[src/hdl/srpg_pkg.sv]
// ----------------------------------------------------------------------------
// srpg_pkg
// Shared constants, types and register map of the sparse row pattern grouper.
// ----------------------------------------------------------------------------
`default_nettype none

package srpg_pkg;

  localparam int MAX_COLUMNS = 1024;
  localparam int MAX_ROWS    = 1024;

  localparam int COL_W   = 10;
  localparam int BLK_W   = 10;
  localparam int BSZ_W   = 11;
  localparam int HASH_W  = 20;
  localparam int GRP_W   = 10;
  localparam int ADDR_W  = $clog2(MAX_COLUMNS);
  localparam int POS_W   = ADDR_W + 1;
  localparam int PADDR_W = 3;
  localparam int PDATA_W = 32;

  localparam int DIV_STEPS = COL_W;
  localparam int DCNT_W    = $clog2(DIV_STEPS);

  localparam logic [HASH_W-1:0] HASH_TOP = {HASH_W{1'b1}};
  localparam int GROUP_TOP_INT = (MAX_ROWS - 1 > 1023) ? 1023 : MAX_ROWS - 1;
  localparam logic [GRP_W-1:0] GROUP_TOP = GRP_W'(GROUP_TOP_INT);

  // register index = paddr[2]
  localparam logic REG_BLOCK_SIZE = 1'b0;
  localparam logic REG_MODE       = 1'b1;

  typedef enum logic [1:0] {
    ST_IDLE,
    ST_DIVIDE,
    ST_FINISH
  } state_t;

  typedef struct packed {
    logic             start;
    logic [COL_W-1:0] dividend;
    logic [BSZ_W-1:0] divisor;
  } div_req_t;

  typedef struct packed {
    logic             done;
    logic [BLK_W-1:0] quotient;
  } div_rsp_t;

endpackage

`default_nettype wire

[src/hdl/srpg_divider.sv]
// ----------------------------------------------------------------------------
// srpg_divider
// Restoring divider, one quotient bit per cycle: column index / block size.
// ----------------------------------------------------------------------------
`default_nettype none

module srpg_divider (
  input  wire logic               clk,
  input  wire logic               rst,
  input  wire srpg_pkg::div_req_t req,
  output srpg_pkg::div_rsp_t      rsp
);
  import srpg_pkg::*;

  logic [BSZ_W-1:0]  rem;
  logic [BSZ_W-1:0]  divisor;
  logic [COL_W-1:0]  quo;
  logic [DCNT_W-1:0] cnt;
  logic              busy;
  logic              done;

  logic [BSZ_W:0]    trial;
  logic              fits;

  assign trial = {rem, quo[COL_W-1]};
  assign fits  = trial >= {1'b0, divisor};

  always_ff @(posedge clk) begin
    if (rst) begin
      busy <= 1'b0;
      done <= 1'b0;
    end else begin
      done <= 1'b0;
      if (req.start) begin
        busy <= 1'b1;
      end else if (busy && cnt == '0) begin
        busy <= 1'b0;
        done <= 1'b1;
      end
    end
  end

  always_ff @(posedge clk) begin
    if (req.start) begin
      quo     <= req.dividend;
      rem     <= '0;
      cnt     <= DCNT_W'(DIV_STEPS - 1);
      divisor <= (req.divisor == '0) ? BSZ_W'(1) : req.divisor;
    end else if (busy) begin
      // shift in the next dividend bit, subtract when the divisor fits
      if (fits) begin
        rem <= BSZ_W'(trial - {1'b0, divisor});
      end else begin
        rem <= trial[BSZ_W-1:0];
      end
      quo <= {quo[COL_W-2:0], fits};
      cnt <= cnt - DCNT_W'(1);
    end
  end

  assign rsp.done     = done;
  assign rsp.quotient = quo;

endmodule

`default_nettype wire

[config.mk]
export PLATFORM = sky130hd
export DESIGN_NAME = srpg_divider
export DESIGN_NICKNAME = d
export VERILOG_FILES = /design/src/hdl/srpg_pkg.sv /design/src/hdl/srpg_divider.sv
export SDC_FILE = /design/constraint.sdc
export NUM_CORES = 1
export LEC_CHECK = 0
export CAP_MARGIN = 0
export CORE_MARGIN = 1
export CORE_UTILIZATION = 52
export CTS_CLUSTER_DIAMETER = 120
export DETAILED_ROUTE_END_ITERATION = 12
export DONT_BUFFER_PORTS = 1
export PLACE_DENSITY = 0.7
export RECOVER_POWER = 50
export SLEW_MARGIN = 40
export SYNTH_ARGS = -nofsm -noshare
export SYNTH_HDL_FRONTEND = slang
export SYNTH_SLANG_ARGS = --single-unit
[constraint.sdc]
create_clock -name clk -period 2.2 [get_ports clk]
set_clock_uncertainty 0.05 [all_clocks]
set_input_delay 0.22 -clock clk [delete_from_list [all_inputs] [get_ports clk]]
set_output_delay 0.22 -clock clk [all_outputs]
set_load 0.05 [all_outputs]
After elaboration in Yosys (flattened, before gate mapping)
Index checks and enable logic that the tools add are counted.
{"block": "word_totals", "elab_cells": 21, "inputBits": 24, "reg_bits": 38}
{"block": "op_classes", "order_cmp": 1, "muxes": 6, "reduce_logical": 6, "n_addsub": 2}
{"cell": "2-to-1 mux 10 bit", "count": 2}
{"cell": ">= comparator 12 x 11 -> 1 bit", "count": 1}
{"cell": "zero test 11 bit", "count": 1}
{"cell": "2-to-1 mux 11 bit", "count": 1}
{"cell": "subtractor 11 bit", "count": 1}
{"cell": "zero test 4 bit", "count": 1}
{"cell": "nonzero test 2 bit", "count": 2}
{"cell": "subtractor 4 x 1 -> 4 bit, second input constant", "count": 1}
{"cell": "2-to-1 mux 1 bit", "count": 3}
{"cell": "OR reduction 2 bit", "count": 1}
{"cell": "logical AND 1 bit", "count": 1}

Depth between registers and ports, before layout
{"block": "logic_depth", "depth_word": 4, "ltp_mapped": 10}

Worst setup path after synthesis
No wires, ideal clock.
{"block": "synth_path", "path_kind": "register to register", "from": "register quo[9]", "to": "register rem[0]", "path_slack_ns": -0.459, "required_time_ns": 2.071, "arrival_ns": 2.529, "stages_incl_launch_ff": 10, "period_less_slack_ns": 2.659, "cell_sequence": "edfxtp_1 > inv_1 > ha_1 > fa_1 > nor2b_4 > o31a_1 > o21ai_4 > o21ai_4 > mux2_4 > a211oi_2"}
{"block": "synth_between", "elab_chain_cells": 2, "word_cells_on_any_way": 3, "classes_between": "1 x add/sub; 1 x order compare; 1 x mux"}
{"item": "from (decl)", "line": "srpg_divider.sv:17", "text": "logic [COL_W-1:0] quo;"}
{"item": "from (signal assigned)", "line": "srpg_divider.sv:45", "text": "quo <= req.dividend;"}
{"item": "from (signal assigned)", "line": "srpg_divider.sv:56", "text": "quo <= {quo[COL_W-2:0], fits};"}
{"item": "subtractor 11 bit / >= comparator 12 x 11 -> 1 bit (equally long branches)", "line": "srpg_divider.sv:52, srpg_divider.sv:26"}
{"item": "2-to-1 mux 11 bit (*)", "line": "srpg_divider.sv:51", "text": "if (fits) begin"}
{"item": "to (signal assigned)", "line": "srpg_divider.sv:52", "text": "rem <= BSZ_W'(trial - {1'b0, divisor});"}
{"item": "to (signal assigned)", "line": "srpg_divider.sv:54", "text": "rem <= trial[BSZ_W-1:0];"}
{"item": "to (decl)", "line": "srpg_divider.sv:15", "text": "logic [BSZ_W-1:0] rem;"}
Every way passes the cells marked *; elsewhere a longest branch is shown, timed or not.
A chain may end at the register's enable or synchronous reset.

Worst setup path in the final report
{"block": "layout_path", "from": "register divisor[0]", "to": "register rem[8]"}
{"block": "layout_between", "elab_chain_cells": 2, "word_cells_on_any_way": 3, "classes_between": "1 x add/sub; 1 x order compare; 1 x mux"}
{"item": "from (decl)", "line": "srpg_divider.sv:16", "text": "logic [BSZ_W-1:0] divisor;"}
{"item": "from (signal assigned)", "line": "srpg_divider.sv:48", "text": "divisor <= (req.divisor == '0) ? BSZ_W'(1) : req.divisor;"}
{"item": "subtractor 11 bit / >= comparator 12 x 11 -> 1 bit (equally long branches)", "line": "srpg_divider.sv:52, srpg_divider.sv:26"}
{"item": "2-to-1 mux 11 bit (*)", "line": "srpg_divider.sv:51"}
Marks and branches as above.

==> impl_metrics.py <==
metrics = {
    "routing": {
        "antenna_left": 0,
        "firstDrtPassIters": 4,
        "drt-initial-drc-count": 76,
        "via_per_inst": 5.50,
        "drt_wl_total_mm": 4.27,
        "wire_per_inst_um": 15.0,
        "vias": 1568,
        "drc": 0,
    },
    "worst_setup_path": {
        "cp.arrival_ns": 2.40,
        "critPathCaptureType": "register",
        "worst_setup_path_start_kind": "register",
        "crit_required_ns": 2.32,
        "path_class": "reg2reg",
        "cp_max_fo": 5,
        "reg2reg_setup_slack_ns": -0.09,
    },
    "floorplanning": {
        "die_area_um2": 4490,
        "die_h_um": 67.0,
        "core_area_um2": 4030,
        "io_pins": 35,
        "fp-row-count": 23,
        "initial_core_util": 0.546,
        "die_x_um": 67.0,
    },
    "outcome": {
        "violations": "hold timing, setup timing",
        "outcome": "complete, but fails checks",
    },
    "timing": {
        "rsz0062_at_grt": "yes",
        "maxSlewViolCount": 0,
        "setup_tns_ns": -0.433,
        "setup_viol": 11,
        "hold_viol_final": 21,
        "tightestPinTransition_ns": 0.745,
        "clock.fmax_mhz": 437,
        "min_period_ns": 2.29,
        "timing.final.crit_share": 1.04,
        "max-slew-margin-rel": 0.502,
        "layout_setup_ws_ns": -0.0859,
        "holdWs_ns": -0.0610,
    },
    "final_layout": {
        "regArea_um2": 971,
        "final_cell_area_um2": 2640,
        "drive_gt1_frac": 0.226,
        "multi_input_area_um2": 1140,
        "layout.nets": 272,
        "syn2layout_area_growth_pct": 20.0,
        "finalNonFillerCells": 285,
        "diodes": 0,
        "n_fill_cell": 303,
    },
    "yosys": {
        "yosys.area.top_type": "edfxtp_1",
        "synth_warnings": 0,
        "ys_seq_area_frac": 0.442,
        "synth_edf_count": 21,
        "synth_fp_nets": 252,
        "synth_seq_cells": 38,
        "async_flop_share": 0,
        "synth.area.top_cells": "edfxtp_1, dfxtp_1, ha_1",
        "synth_cell_types": 47,
        "synthCells": 214,
        "syn_area_um2": 2200,
        "synth_top_cell_area_share": 0.287,
        "synth.avg_cell_area_um2": 10.3,
        "synthFlopType": "edfxtp_1",
    },
    "cts": {
        "cts_tree": "yes",
        "root_buffer": "clkbuf_8",
        "htreeDepth": 2,
        "path_clk_slew_ns": 0.07,
        "cts_buffer_depth": 2,
        "worstSkewPairLatency_ns": 0.29,
        "cts_hold_buf": 16,
        "cts.sinks": 38,
        "numCtsBuffers": 5,
    },
    "worst_hold_path": {
        "hold_class": "in2reg",
    },
    "placed_design": {
        "globalplace.congestion": 0.857,
        "dp_hpwl_mm": 2.88,
        "placed_area_um2": 2280,
        "place_inst": 258,
        "placement.io_buffers": 0,
    },
    "power_and_ir_drop": {
        "irDropWorstVdd_v": 0.000537,
        "p_leak_nw": 1.05,
        "power.density_nw_per_um2": 802,
        "power_mw": 2.12,
    },
    "global_route": {
        "grt_max_degree": 41,
        "grt_use_total": 0.203,
        "overflow": 0,
        "grt_pass1_vias": 1455,
        "grt_antenna_before_repair": 0,
        "grt_first_pass_wirelength_mm": 6.66,
    },
    "flow_run": {
        "cap_violations": 0,
    },
}
cell families (layout without fill, tap and decap cells):
family | Yosys count | after routing | synth area share
buf+inv | 35 | 56 | 0.0655
compound gates | 42 | 42 | 0.138
xor+xnor | 8 | 8 | 0.0319
fa+ha+maj | 14 | 14 | 0.0831
mux | 18 | 18 | 0.0899
simple gates | 59 | 59 | 0.150
flops | 38 | 38 | 0.442
sequential cells by signal (all words and copies together), names as in the netlist:
signal / flops
busy: 1
quo: 10
cnt: 4
done: 1
rem: 11
divisor: 11
layout by cell type, fill, tap and decap left out, drive strengths merged, types with 3 or more instances in the layout:
cell type    count
inv             16
clkbuf           7
mux2i            7
ha              13
a211oi           9
xnor2            7
nand2           10
mux2            11
nand3            4
o211ai           3
nor4             5
edfxtp          21
o21ai           11
buf             16
nand2b           8
dlygate4sd3     16
dfxtp           17
nor2            21
a21oi            7
report_power, final:
group	switching, mW	internal [mW]
combinational	0.275	0.293
sequential	0.121	0.823
clock	0.234	0.369
total	0.630	1.49
worst max-delay path, cell delays in order, from the launching register on:
cell      delay (ns)
edfxtp_1        0.41
ha_4            0.18
fa_2            0.37
nor2b_4         0.12
o31a_1          0.21
o21ai_4         0.10
o21ai_4         0.25
buf_6           0.17
mux2i_2         0.22
a211oi_2        0.09
layer usage:
metal,wire length (um),vias to the layer above,share of wire,global-route usage
met3,169,5,0.040,0.0548
li1,-,794,-,-
met2,2170,30,0.51,0.328
met5,0,-,0,0
met1,1890,739,0.44,0.259
met4,44,0,0.010,0.0638
through the flow:
stage,utilization,worst slack (ns)
floorplan,-,-0.398
finish,0.655,-0.0859
global placement,0.566,-0.0473
CTS,0.642,-0.0475
detailed placement,0.566,-0.136
global route,0.655,-0.170
area by class of cell:
cell class / instances / area share
timing repair buffer: 32 / 0.110
clock buffer: 7 / 0.0327
clock inverter: 1 / 0.0114
sequential: 38 / 0.368
multi-input combinational: 141 / 0.431
tap: 50 / 0.0237
inverter: 16 / 0.0228
path summary, 6_finish.rpt:
kind                                                from                   to  cells past startpoint
worst max register to register  divisor[0]$_SDFFCE_PN1P_  rem[8]$_SDFFE_PP0P_                      9
worst min-delay path                             req[21]  rem[5]$_SDFFE_PP0P_                      1
worst max-delay path            divisor[0]$_SDFFCE_PN1P_  rem[8]$_SDFFE_PP0P_                      9
worst min register to register       rem[9]$_SDFFE_PP0P_  rem[9]$_SDFFE_PP0P_                      2
synthesized netlist by cell type, types with 5 or more instances:
library cell  number
edfxtp_1          21
nor2_1            21
dfxtp_1           17
inv_1             16
clkbuf_1          14
ha_1              13
mux2_2            10
nand2_1           10
a211oi_1           8
nand2b_1           8
a21oi_1            7
mux2i_1            7
xnor2_1            7
o21ai_0            5
what timing repair did:
action	CTS	global route
setup buffers	1	2
setup endpoints to repair	11	12
endpoints found under the hold margin	37	21
resized for setup	5	8
pin swaps	7	2
Power figures use the tool's default switching activity.
